File: src/rtl/core/idq_pkg.sv
// shared types, codes and sizes of the indexed array deque
`timescale 1ns / 1ps

package idq_pkg;

    localparam int CAPACITY = 64;
    localparam int ADDR_W   = $clog2(CAPACITY);
    localparam int COUNT_W  = $clog2(CAPACITY + 1);
    localparam int DATA_W   = 32;
    localparam int MODE_W   = 2;
    localparam int STATUS_W = 2;

    // request kinds
    localparam logic [MODE_W-1:0] MODE_GET    = 2'd0;
    localparam logic [MODE_W-1:0] MODE_SET    = 2'd1;
    localparam logic [MODE_W-1:0] MODE_INSERT = 2'd2;
    localparam logic [MODE_W-1:0] MODE_REMOVE = 2'd3;

    // result codes
    localparam logic [STATUS_W-1:0] STATUS_OK    = 2'd0;
    localparam logic [STATUS_W-1:0] STATUS_RANGE = 2'd1;
    localparam logic [STATUS_W-1:0] STATUS_FULL  = 2'd2;
    localparam logic [STATUS_W-1:0] STATUS_EMPTY = 2'd3;

    typedef enum logic [2:0] {
        ST_IDLE,
        ST_RD,
        ST_RDW,
        ST_MOVE,
        ST_FIN,
        ST_DONE
    } state_t;

    // one request to the element store
    typedef struct packed {
        logic              we;
        logic [ADDR_W-1:0] waddr;
        logic [DATA_W-1:0] wdata;
        logic              re;
        logic [ADDR_W-1:0] raddr;
    } mem_req_t;

    // one finished result
    typedef struct packed {
        logic signed [DATA_W-1:0] data_out;
        logic [COUNT_W-1:0]       element_count;
        logic [STATUS_W-1:0]      status;
    } result_t;

endpackage

File: src/rtl/core/idq_mem.sv
// element store: one write port, one read port with registered read data
`timescale 1ns / 1ps

module idq_mem
    import idq_pkg::*;
(
    input  logic              clk,
    input  mem_req_t          req,
    output logic [DATA_W-1:0] rdata
);

    logic [DATA_W-1:0] element_store [CAPACITY];

    // write port
    always_ff @(posedge clk)
    begin
        if (req.we)
        begin
            element_store[req.waddr] <= req.wdata;
        end
    end

    // read port, read data registered
    always_ff @(posedge clk)
    begin
        if (req.re)
        begin
            rdata <= element_store[req.raddr];
        end
    end

endmodule

File: src/rtl/core/idq_ctrl.sv
// request sequencer: checks, element moves and head/count bookkeeping
`timescale 1ns / 1ps

module idq_ctrl
    import idq_pkg::*;
(
    input  logic               clk,
    input  logic               rst_n,
    input  logic               in_valid,
    output logic               in_ready,
    input  logic [MODE_W-1:0]  in_mode,
    input  logic [COUNT_W-1:0] in_position,
    input  logic [DATA_W-1:0]  in_data,
    output logic               res_valid,
    input  logic               res_ready,
    output result_t            res,
    output mem_req_t           mem_req,
    input  logic [DATA_W-1:0]  mem_rdata
);

    state_t state_reg, state_next;

    logic [MODE_W-1:0]   mode_reg, mode_next;
    logic [DATA_W-1:0]   din_reg, din_next;
    logic [ADDR_W-1:0]   slot_reg, slot_next;
    logic [ADDR_W-1:0]   head_reg, head_next;
    logic [ADDR_W-1:0]   head_new_reg, head_new_next;
    logic [COUNT_W-1:0]  count_reg, count_next;
    logic [COUNT_W-1:0]  count_new_reg, count_new_next;
    logic [ADDR_W-1:0]   src_reg, src_next;
    logic [COUNT_W-1:0]  moves_reg, moves_next;
    logic                up_reg, up_next;
    logic                pend_reg, pend_next;
    logic [ADDR_W-1:0]   pend_addr_reg, pend_addr_next;
    logic [DATA_W-1:0]   dout_reg, dout_next;
    logic [STATUS_W-1:0] status_reg, status_next;
    logic                err_reg, err_next;

    logic                accept;
    logic [COUNT_W-1:0]  half;
    logic                front;
    logic [ADDR_W-1:0]   pos_slot;
    logic [ADDR_W-1:0]   cnt_slot;
    logic [STATUS_W-1:0] chk_status;

    assign accept   = in_valid && in_ready;
    assign half     = count_reg >> 1;
    assign front    = in_position < half;
    assign pos_slot = in_position[ADDR_W-1:0];
    assign cnt_slot = count_reg[ADDR_W-1:0];

    // request checks, full and empty ahead of the index check
    always_comb
    begin
        chk_status = STATUS_OK;
        case (in_mode)
            MODE_INSERT:
            begin
                if (count_reg == COUNT_W'(CAPACITY))
                    chk_status = STATUS_FULL;
                else if (in_position > count_reg)
                    chk_status = STATUS_RANGE;
            end
            MODE_REMOVE:
            begin
                if (count_reg == '0)
                    chk_status = STATUS_EMPTY;
                else if (in_position >= count_reg)
                    chk_status = STATUS_RANGE;
            end
            default:
            begin
                if (in_position >= count_reg)
                    chk_status = STATUS_RANGE;
            end
        endcase
    end

    // next state
    always_comb
    begin
        state_next = state_reg;
        unique case (state_reg)
            ST_IDLE:
            begin
                if (in_valid)
                begin
                    if (chk_status != STATUS_OK)
                        state_next = ST_DONE;
                    else if (in_mode == MODE_INSERT)
                        state_next = ST_MOVE;
                    else
                        state_next = ST_RD;
                end
            end
            ST_RD:
                state_next = ST_RDW;
            ST_RDW:
            begin
                if (mode_reg == MODE_REMOVE)
                    state_next = ST_MOVE;
                else
                    state_next = ST_DONE;
            end
            ST_MOVE:
            begin
                if (moves_reg == '0 && !pend_reg)
                    state_next = ST_FIN;
            end
            ST_FIN:
                state_next = ST_DONE;
            ST_DONE:
            begin
                if (res_ready)
                    state_next = ST_IDLE;
            end
            default:
                state_next = ST_IDLE;
        endcase
    end

    // datapath and memory requests per state
    always_comb
    begin
        mode_next      = mode_reg;
        din_next       = din_reg;
        slot_next      = slot_reg;
        head_next      = head_reg;
        head_new_next  = head_new_reg;
        count_next     = count_reg;
        count_new_next = count_new_reg;
        src_next       = src_reg;
        moves_next     = moves_reg;
        up_next        = up_reg;
        pend_next      = pend_reg;
        pend_addr_next = pend_addr_reg;
        dout_next      = dout_reg;
        status_next    = status_reg;
        err_next       = err_reg;
        in_ready       = 1'b0;
        res_valid      = 1'b0;
        mem_req        = '0;

        unique case (state_reg)
            ST_IDLE:
            begin
                in_ready = 1'b1;
                if (accept)
                begin
                    mode_next      = in_mode;
                    din_next       = in_data;
                    status_next    = chk_status;
                    err_next       = chk_status != STATUS_OK;
                    dout_next      = '0;
                    pend_next      = 1'b0;
                    slot_next      = head_reg + pos_slot;
                    head_new_next  = head_reg;
                    count_new_next = count_reg;
                    src_next       = head_reg;
                    moves_next     = '0;
                    up_next        = 1'b1;
                    if (in_mode == MODE_INSERT)
                    begin
                        count_new_next = count_reg + COUNT_W'(1);
                        if (front)
                        begin
                            // front part moves down one slot, head follows
                            head_new_next = head_reg - ADDR_W'(1);
                            slot_next     = head_reg - ADDR_W'(1) + pos_slot;
                            src_next      = head_reg;
                            up_next       = 1'b1;
                            moves_next    = in_position;
                        end
                        else
                        begin
                            // back part moves up one slot
                            src_next   = head_reg + cnt_slot - ADDR_W'(1);
                            up_next    = 1'b0;
                            moves_next = count_reg - in_position;
                        end
                    end
                    else if (in_mode == MODE_REMOVE)
                    begin
                        count_new_next = count_reg - COUNT_W'(1);
                        if (front)
                        begin
                            // front part closes the gap, head advances
                            head_new_next = head_reg + ADDR_W'(1);
                            src_next      = head_reg + pos_slot - ADDR_W'(1);
                            up_next       = 1'b0;
                            moves_next    = in_position;
                        end
                        else
                        begin
                            src_next   = head_reg + pos_slot + ADDR_W'(1);
                            up_next    = 1'b1;
                            moves_next = count_reg - COUNT_W'(1) - in_position;
                        end
                    end
                end
            end
            ST_RD:
            begin
                mem_req.re    = 1'b1;
                mem_req.raddr = slot_reg;
            end
            ST_RDW:
            begin
                dout_next = mem_rdata;
                if (mode_reg == MODE_SET)
                begin
                    mem_req.we    = 1'b1;
                    mem_req.waddr = slot_reg;
                    mem_req.wdata = din_reg;
                end
            end
            ST_MOVE:
            begin
                // write back the element read last cycle
                if (pend_reg)
                begin
                    mem_req.we    = 1'b1;
                    mem_req.waddr = pend_addr_reg;
                    mem_req.wdata = mem_rdata;
                end
                // read the next element to move
                if (moves_reg != '0)
                begin
                    mem_req.re     = 1'b1;
                    mem_req.raddr  = src_reg;
                    pend_next      = 1'b1;
                    pend_addr_next = up_reg ? src_reg - ADDR_W'(1) : src_reg + ADDR_W'(1);
                    src_next       = up_reg ? src_reg + ADDR_W'(1) : src_reg - ADDR_W'(1);
                    moves_next     = moves_reg - COUNT_W'(1);
                end
                else
                begin
                    pend_next = 1'b0;
                end
            end
            ST_FIN:
            begin
                if (mode_reg == MODE_INSERT)
                begin
                    mem_req.we    = 1'b1;
                    mem_req.waddr = slot_reg;
                    mem_req.wdata = din_reg;
                end
                head_next  = head_new_reg;
                count_next = count_new_reg;
            end
            ST_DONE:
            begin
                res_valid = 1'b1;
                if (err_reg)
                    dout_next = '0;
            end
            default:
            begin
            end
        endcase
    end

    assign res.data_out      = err_reg ? '0 : dout_reg;
    assign res.element_count = count_reg;
    assign res.status        = status_reg;

    // control state
    always_ff @(posedge clk or negedge rst_n)
    begin
        if (!rst_n)
        begin
            state_reg <= ST_IDLE;
            head_reg  <= '0;
            count_reg <= '0;
            pend_reg  <= 1'b0;
            moves_reg <= '0;
        end
        else
        begin
            state_reg <= state_next;
            head_reg  <= head_next;
            count_reg <= count_next;
            pend_reg  <= pend_next;
            moves_reg <= moves_next;
        end
    end

    // request payload
    always_ff @(posedge clk)
    begin
        mode_reg      <= mode_next;
        din_reg       <= din_next;
        slot_reg      <= slot_next;
        head_new_reg  <= head_new_next;
        count_new_reg <= count_new_next;
        src_reg       <= src_next;
        up_reg        <= up_next;
        pend_addr_reg <= pend_addr_next;
        dout_reg      <= dout_next;
        status_reg    <= status_next;
        err_reg       <= err_next;
    end

endmodule

File: src/rtl/core/indexed_array_deque.sv
// indexed array deque top level: stream ports, sequencer, store, result register
//
// A deque of up to 64 signed 32-bit elements with access by position.
// Input channel s_axis_*: one beat is one request (get, set, insert at or
// remove at a logical index). Output channel m_axis_*: one beat per request,
// carrying the read or previous value, the element count after the request
// and a status code (ok, index out of range, full, empty).
// Requests are taken one at a time. A get or set passes a read state and a
// read-wait state on its way to the result register. Insert and remove move
// the shorter side of the deque one element per cycle through the store (one
// read port, one write port: read one slot, write it one slot over on the
// next cycle, pipelined), in a move state and then a final state; a remove
// first reads the element it takes out. At most 32 elements move for an
// insert and 31 for a remove. Errors go straight to the result state. The
// next request is taken in the cycle after the result is registered.
// The result sits in an output register; the block takes the next request
// while it waits there, and stalls only when a new result is ready and the
// receiver still holds tready low.
// Reset empties the deque (count and head to zero); the store contents are
// not cleared and need no clearing pass.
`timescale 1ns / 1ps

module indexed_array_deque
    import idq_pkg::*;
(
    input  logic        clk,
    input  logic        rst_n,
    input  logic        s_axis_tvalid,
    output logic        s_axis_tready,
    input  logic [47:0] s_axis_tdata,  // mode[1:0], position[8:2], data_in[40:9], zero pad
    output logic        m_axis_tvalid,
    input  logic        m_axis_tready,
    output logic [47:0] m_axis_tdata   // data_out[31:0], element_count[38:32], status[40:39], zero pad
);

    localparam int IN_BITS  = MODE_W + COUNT_W + DATA_W;
    localparam int OUT_BITS = DATA_W + COUNT_W + STATUS_W;

    mem_req_t          mem_req;
    logic [DATA_W-1:0] mem_rdata;
    logic              res_valid;
    logic              res_ready;
    result_t           res;
    logic              out_valid_reg, out_valid_next;
    result_t           out_reg, out_next;

    idq_ctrl u_ctrl (
        .clk         (clk),
        .rst_n       (rst_n),
        .in_valid    (s_axis_tvalid),
        .in_ready    (s_axis_tready),
        .in_mode     (s_axis_tdata[MODE_W-1:0]),
        .in_position (s_axis_tdata[MODE_W+COUNT_W-1:MODE_W]),
        .in_data     (s_axis_tdata[IN_BITS-1:MODE_W+COUNT_W]),
        .res_valid   (res_valid),
        .res_ready   (res_ready),
        .res         (res),
        .mem_req     (mem_req),
        .mem_rdata   (mem_rdata)
    );

    idq_mem u_mem (
        .clk   (clk),
        .req   (mem_req),
        .rdata (mem_rdata)
    );

    // output register loads when empty or being drained
    assign res_ready = !out_valid_reg || m_axis_tready;

    always_comb
    begin
        out_valid_next = out_valid_reg;
        out_next       = out_reg;
        if (res_valid && res_ready)
        begin
            out_valid_next = 1'b1;
            out_next       = res;
        end
        else if (m_axis_tready)
        begin
            out_valid_next = 1'b0;
        end
    end

    always_ff @(posedge clk or negedge rst_n)
    begin
        if (!rst_n)
        begin
            out_valid_reg <= 1'b0;
        end
        else
        begin
            out_valid_reg <= out_valid_next;
        end
    end

    always_ff @(posedge clk)
    begin
        out_reg <= out_next;
    end

    // pack result beat, lowest field first
    assign m_axis_tvalid = out_valid_reg;
    assign m_axis_tdata  = {{(48 - OUT_BITS){1'b0}}, out_reg.status,
                            out_reg.element_count, out_reg.data_out};

endmodule

File: config.mk
export PLATFORM = sky130hd
export DESIGN_NAME = indexed_array_deque
export DESIGN_NICKNAME = d
export VERILOG_FILES = /design/src/rtl/core/idq_pkg.sv /design/src/rtl/core/idq_mem.sv /design/src/rtl/core/idq_ctrl.sv /design/src/rtl/core/indexed_array_deque.sv
export SDC_FILE = /design/constraint.sdc
export NUM_CORES = 2
export LEC_CHECK = 0
export ABC_AREA = 1
export BUFFER_PORTS_ARGS = -buffer_cell sky130_fd_sc_hd__buf_2
export CORE_UTILIZATION = 40
export CTS_BUF_LIST = sky130_fd_sc_hd__clkbuf_8 sky130_fd_sc_hd__clkbuf_16
export DETAILED_ROUTE_END_ITERATION = 8
export MAX_ROUTING_LAYER = met4
export PLACE_DENSITY = 0.64
export SYNTH_ARGS = -nofsm -noshare
export SYNTH_HDL_FRONTEND = slang
export SYNTH_SLANG_ARGS = --single-unit
File: constraint.sdc
create_clock -name clk -period 7.3 [get_ports clk]
set_input_delay 0.73 -clock clk [delete_from_list [all_inputs] [get_ports clk]]
set_output_delay 0.73 -clock clk [all_outputs]
set_load 0.005 [all_outputs]
Word level (Yosys, flattened, before mapping)
Memory sizes are Yosys's and may differ from the RTL's. A register that Yosys moved wholly into a read port is not among the register bits.
Index checks and enable logic that the tools add are counted.
{"block": "classes", "addsub": 15, "order_cmp": 3, "n_eq_ne": 16, "muxes": 58, "reduce_logical": 20}
{"cell": "$mux W39", "count": 3}
{"cell": "$pmux W39 S3", "count": 1}
{"cell": "$pmux W32 S3", "count": 1}
{"cell": "$mux W6", "count": 14}
{"cell": "$mux W32", "count": 2}
{"cell": "$mux W7", "count": 9}
{"cell": "$pmux W7 S2", "count": 2}
{"cell": "$sub A6 B1 Y6 const B", "count": 4}
{"cell": "$add A6 B1 Y6 const B", "count": 3}
{"cell": "$add A6 B6 Y6", "count": 3}
{"cell": "$pmux W3 S6", "count": 1}
{"cell": "$mux W3", "count": 5}
{"cell": "$logic_not A7 Y1", "count": 2}
{"cell": "$mux W1", "count": 14}
{"cell": "$sub A7 B1 Y7 const B", "count": 2}
{"cell": "$sub A7 B7 Y7", "count": 2}
{"cell": "$pmux W6 S2", "count": 1}
{"cell": "$eq A2 B2 Y1 const B", "count": 4}
{"cell": "$reduce_and A2 Y1", "count": 4}
{"cell": "$add A7 B1 Y7 const B", "count": 1}
{"cell": "$eq A7 B7 Y1 const B", "count": 1}
{"cell": "$ge A7 B7 Y1", "count": 1}
{"cell": "$gt A7 B7 Y1", "count": 1}
{"cell": "$lt A7 B6 Y1", "count": 1}
{"cell": "other kinds (17)", "count": 30}
{"block": "word_totals", "regBits": 167, "mem_bits_rw": 2048, "in_bits": 52, "n_memories": 1}
{"memory": "u_mem.element_store", "depth": 64, "word_bits": 32, "rd": 1, "rd_clocked_by_memory_dff": 1, "write_ports": 1, "line": "idq_mem.sv:12", "text": "logic [DATA_W-1:0] element_store [CAPACITY];"}

Longest topological paths before layout
{"block": "logic_depth", "ltp_word": 8, "ltp_mapped": 22, "ltp_nobuf": 21}

Cells and area by module
Synthesis repeated with hierarchy kept, for this count alone.
{"block": "unflattened", "cells_unflattened": 7791, "area_unflattened_um2": 92487.5}
{"module": "idq_mem", "instances": 1, "cells_per_inst": 6769, "area_per_inst_um2": 83058.4, "seq_area_each_um2": 62459.9}
{"module": "idq_ctrl", "instances": 1, "cells_per_inst": 967, "area_per_inst_um2": 8096.5, "seq_area_each_um2": 3633.5}
{"module": "indexed_array_deque", "instances": 1, "cells_per_inst": 55, "area_per_inst_um2": 1332.5, "seq_area_each_um2": 1256.2}

Least setup slack after synthesis
Ideal clock, no wire load.
{"block": "synth_timing", "kind": "reg2reg", "startpoint": "register u_ctrl.state_reg[1]", "endpoint": "memory u_mem.element_store[32][0] (enable)", "setup_ps": 501, "arrival_ps": 4640, "slack_ps": 2159, "path_stages_with_launch": 11, "path_cell_list": "dfrtp_1 nor2_1 inv_1 nor2_2 nand3_1 o21a_1 o21ai_1 nand2_1 nor2_1 inv_1 nor4_1"}
{"block": "synth_between", "elab_chain_cells": 4, "word_cells_on_any_way": 6, "classes_between": "3 x eq/ne; 3 x mux"}
{"item": "from (decl)", "line": "idq_ctrl.sv:21", "text": "state_t state_reg, state_next;"}
{"item": "from (signal assigned)", "line": "idq_ctrl.sv:281", "text": "state_reg <= state_next;"}
{"item": "$eq A3 B3 Y1 or $eq A3 B2 Y1 (tied branches)", "line": "idq_ctrl.sv:144", "text": "unique case (state_reg)"}
{"item": "$pmux W39 S3 *", "line": "idq_ctrl.sv:144"}
{"item": "$mux W1", "line": "idq_mem.sv:17", "text": "if (req.we)"}
{"item": "$mux W1 (not written as such)", "line": "idq_mem.sv:19", "text": "element_store[req.waddr] <= req.wdata;"}
{"item": "to (decl)", "line": "idq_mem.sv:12"}
Mark *: on every way between the ends. The rest lies on a longest branch, timed or not.

Worst setup path in the final report
{"block": "layout_timing", "startpoint": "register u_ctrl.state_reg[2]", "endpoint": "memory u_mem.element_store[62][2] (enable)"}
Same word-level chain as after synthesis.

==> flow_summary.toml <==
[worst_setup_path]
critPathCaptureType = "flip-flop"
required_ns = 7.81
worstPathArrival_ns = 5.87
criticalPathCategory = "flip-flop to flip-flop"
startpoint_type = "flip-flop"
cp_max_fo = 23

[sta]
report.final.hold_viol_count = 0
finalSetupViolCount = 0
tightest_slew_ns = 1.29
rsz0062_at_grt = "false"
final.period_utilization = 0.734
skew_ns = 0.0428
slew_headroom = 0.141
slew_violations = 0
min_period_ns = 5.36
fin_tns_setup_ns = 0
fmaxAchievable_mhz = 187

[synth]
synth_top_family_by_area = "simple AND/OR/NAND/NOR gates"
ys_warn_count = 0
synthXorXnorAreaFrac = 0.00352
syn_area_per_cell_um2 = 11.1
synth_edf_count = 2222
yosys.area_share.simple = 0.183
muxShareOfSynthArea = 0
synth_fa_ha_area_frac = 0.00696
yosysUniqueCellTypes = 47
yosys.area.top_type = "edfxtp_1"
syn-cell-area_um2 = 97100
synth_seq_cells = 2247
seq_area_frac_synth = 0.693
syn_inst = 8736
synth_compound_area_frac = 0.0381
synth_area_leaders = "edfxtp_1 (69%), nand2_1 (8.4%), nand3_1 (7.7%)"
yosysTopAreaCellShare = 0.687
synthArstFlopShare = 0.0111
synth_ff_type = "edfxtp_1"

[floorplan]
initial_core_util = 0.403
die_h_um = 495
num_rows = 180
die-area_um2 = 245000
core_um2 = 241000
io-pin-count = 102
die_w_um = 495

[grt]
grt_max_degree = 223
overflow = 0
grt_first_pass_wirelength_mm = 399
grt_use_met2 = 0.359
busiest_layer = "met2"
grt_use_met1 = 0.290
track_usage = 0.227
grtUsageMet3 = 0.0396
grt_pass1_vias = 61300
antenna_found_initial = 11

[placed_design]
dpl_cell_area_um2 = 102000
portBuffers = 87
gp_congestion = 0.882
dp_hpwl_mm = 149

[detailed_routing]
drt_iter0_drc = 7714
firstDrtPassIters = 9
post_drt_wl_per_cell_um = 22.5
vias = 64500
drc_errors = 0
via_per_inst = 5.31
ant_nets = 0
routed_wl_mm = 273

[cells_and_area]
largest_register_ffs = 2048
registers.top_by_ff_count = "u_mem.element_store"
final_common_cell = "edfxtp_1"
area_growth_pct = 12.2
final_cell_mix = "edfxtp_1 (2222), nand2_1 (2177), nand3_1 (1487), inv_1 (1349), o211ai_1 (327)"
postLayoutCellArea_um2 = 109000
nNetsFinal = 8860
drive_above_1_share = 0.0765

[clock_tree]
clk_pin_slew_ns = 0.06
cts_root_buf = "clkbuf_16"
clock_path_buffers = 3
htreeDepth = 4
clock-sinks = 2247
cts_tree = "done"
cts_buffers = 221
insertion_delay_ns = 0.88

[power_and_ir_drop]
powerDensity_nw_per_um2 = 381
p_leak_nw = 42.4
peakVddDrop_mv = 0.323

[outcome]
outcome = "finished clean"

[flow_run]
drv_cap = 0

[hold_path]
min_path_type = "primary input to flip-flop"
## critical path, stage by stage (launching register included)
cell and delay [ns]:
dfrtp_1 0.41, inv_2 0.09, nand2_1 0.08, nor2_2 0.12, inv_2 0.14, nor2_2 0.25, clkinv_2 0.61, o22ai_1 0.98
nand2_1 0.12, inv_1 0.12, nand2_1 0.58, nor2_4 1.01, buf_4 0.46
## path summary, 6_finish.rpt
check	endpoint	from	depth (start not counted)	slack (ns)
max in group asynchronous	u_ctrl.moves_reg[2]$_DFFE_PN0P_	rst_n	2	6.27
min in group asynchronous	u_ctrl.pend_reg$_DFFE_PN0P_	rst_n	2	0.50
worst max-delay path	u_mem.element_store[62][2]$_DFFE_PP_	u_ctrl.state_reg[2]$_DFFE_PN0P_	12	1.94
worst min-delay path	u_ctrl.din_reg[23]$_DFFE_PP_	s_axis_tdata[32]	1	0.05
worst max register to register	u_mem.element_store[62][2]$_DFFE_PP_	u_ctrl.state_reg[2]$_DFFE_PN0P_	12	1.94
worst min register to register	m_axis_tdata[40]$_DFFE_PP_	u_ctrl.status_reg[1]$_DFFE_PP_	0	0.42
## cell families (layout without fill, tap and decap cells)
kind of cell | Yosys count | in the layout
compound gates | 555 | 555
xor+xnor | 39 | 39
fa+ha+maj | 51 | 51
buf+inv | 1811 | 2005
flops | 2247 | 2247
other cells | 1 | 16
simple gates | 4032 | 4032
## metal layers
layer	vias to the layer above	wire length (µm)
met5	-	0
met4	0	10700
met1	31300	109000
li1	29700	-
met3	517	24400
met2	2898	128000
## final cells by class
class                   instances  area, µm²
diodes                          9       22.5
clock buffers                 228       5690
clock inverters               174       1250
fillers                     21600     132000
inverters                    1314       4960
multi-input cells            4684      23500
flip-flops and latches       2247      67300
well taps                    3185       3990
repair buffers                289       2240
## power by group
part	internal, mW	switching [mW]	total (mW)
registers	15.6	0.279	15.9
clock network	6.10	4.88	11.0
logic	3.71	11.0	14.7
## timing repair
item | 4_1_cts | 5_1_grt
hold buffers | 26 | 0
setup buffers | 0 | 0
hold endpoints to repair | 50 | 0
resized for setup | 0 | 0
## through the flow
step           setup slack (ns)  hold WS (ns)  power (mW)  cells  utilization
2_1_floorplan              2.16         0.400        25.2   8742            -
3_3_place_gp               2.17         0.404        30.3  11700        0.422
3_5_place_dp               2.08         0.408        30.5  11700        0.422
4_1_cts                    2.07      0.000997        41.4  12100        0.452
5_1_grt                    1.78        0.0210        43.3  12100        0.452
6_report                   1.94        0.0544        41.6  12100        0.452
## synth_stat cells (all sizes together) (3+ instances only)
library cell,n
nor2,142
ha,46
nand2,2180
xnor2,8
o31ai,3
nand3b,193
o21ai,150
nand3,1489
dfrtp,25
nor3,12
inv,1309
clkbuf,145
o221ai,7
buf,352
or2,4
a22oi,4
nand4,10
xor2,31
a21oi,37
fa,5
clkinv,5
edfxtp,2222
o211ai,327
o22ai,15
Note: power is estimated with default switching activity, not from simulation.
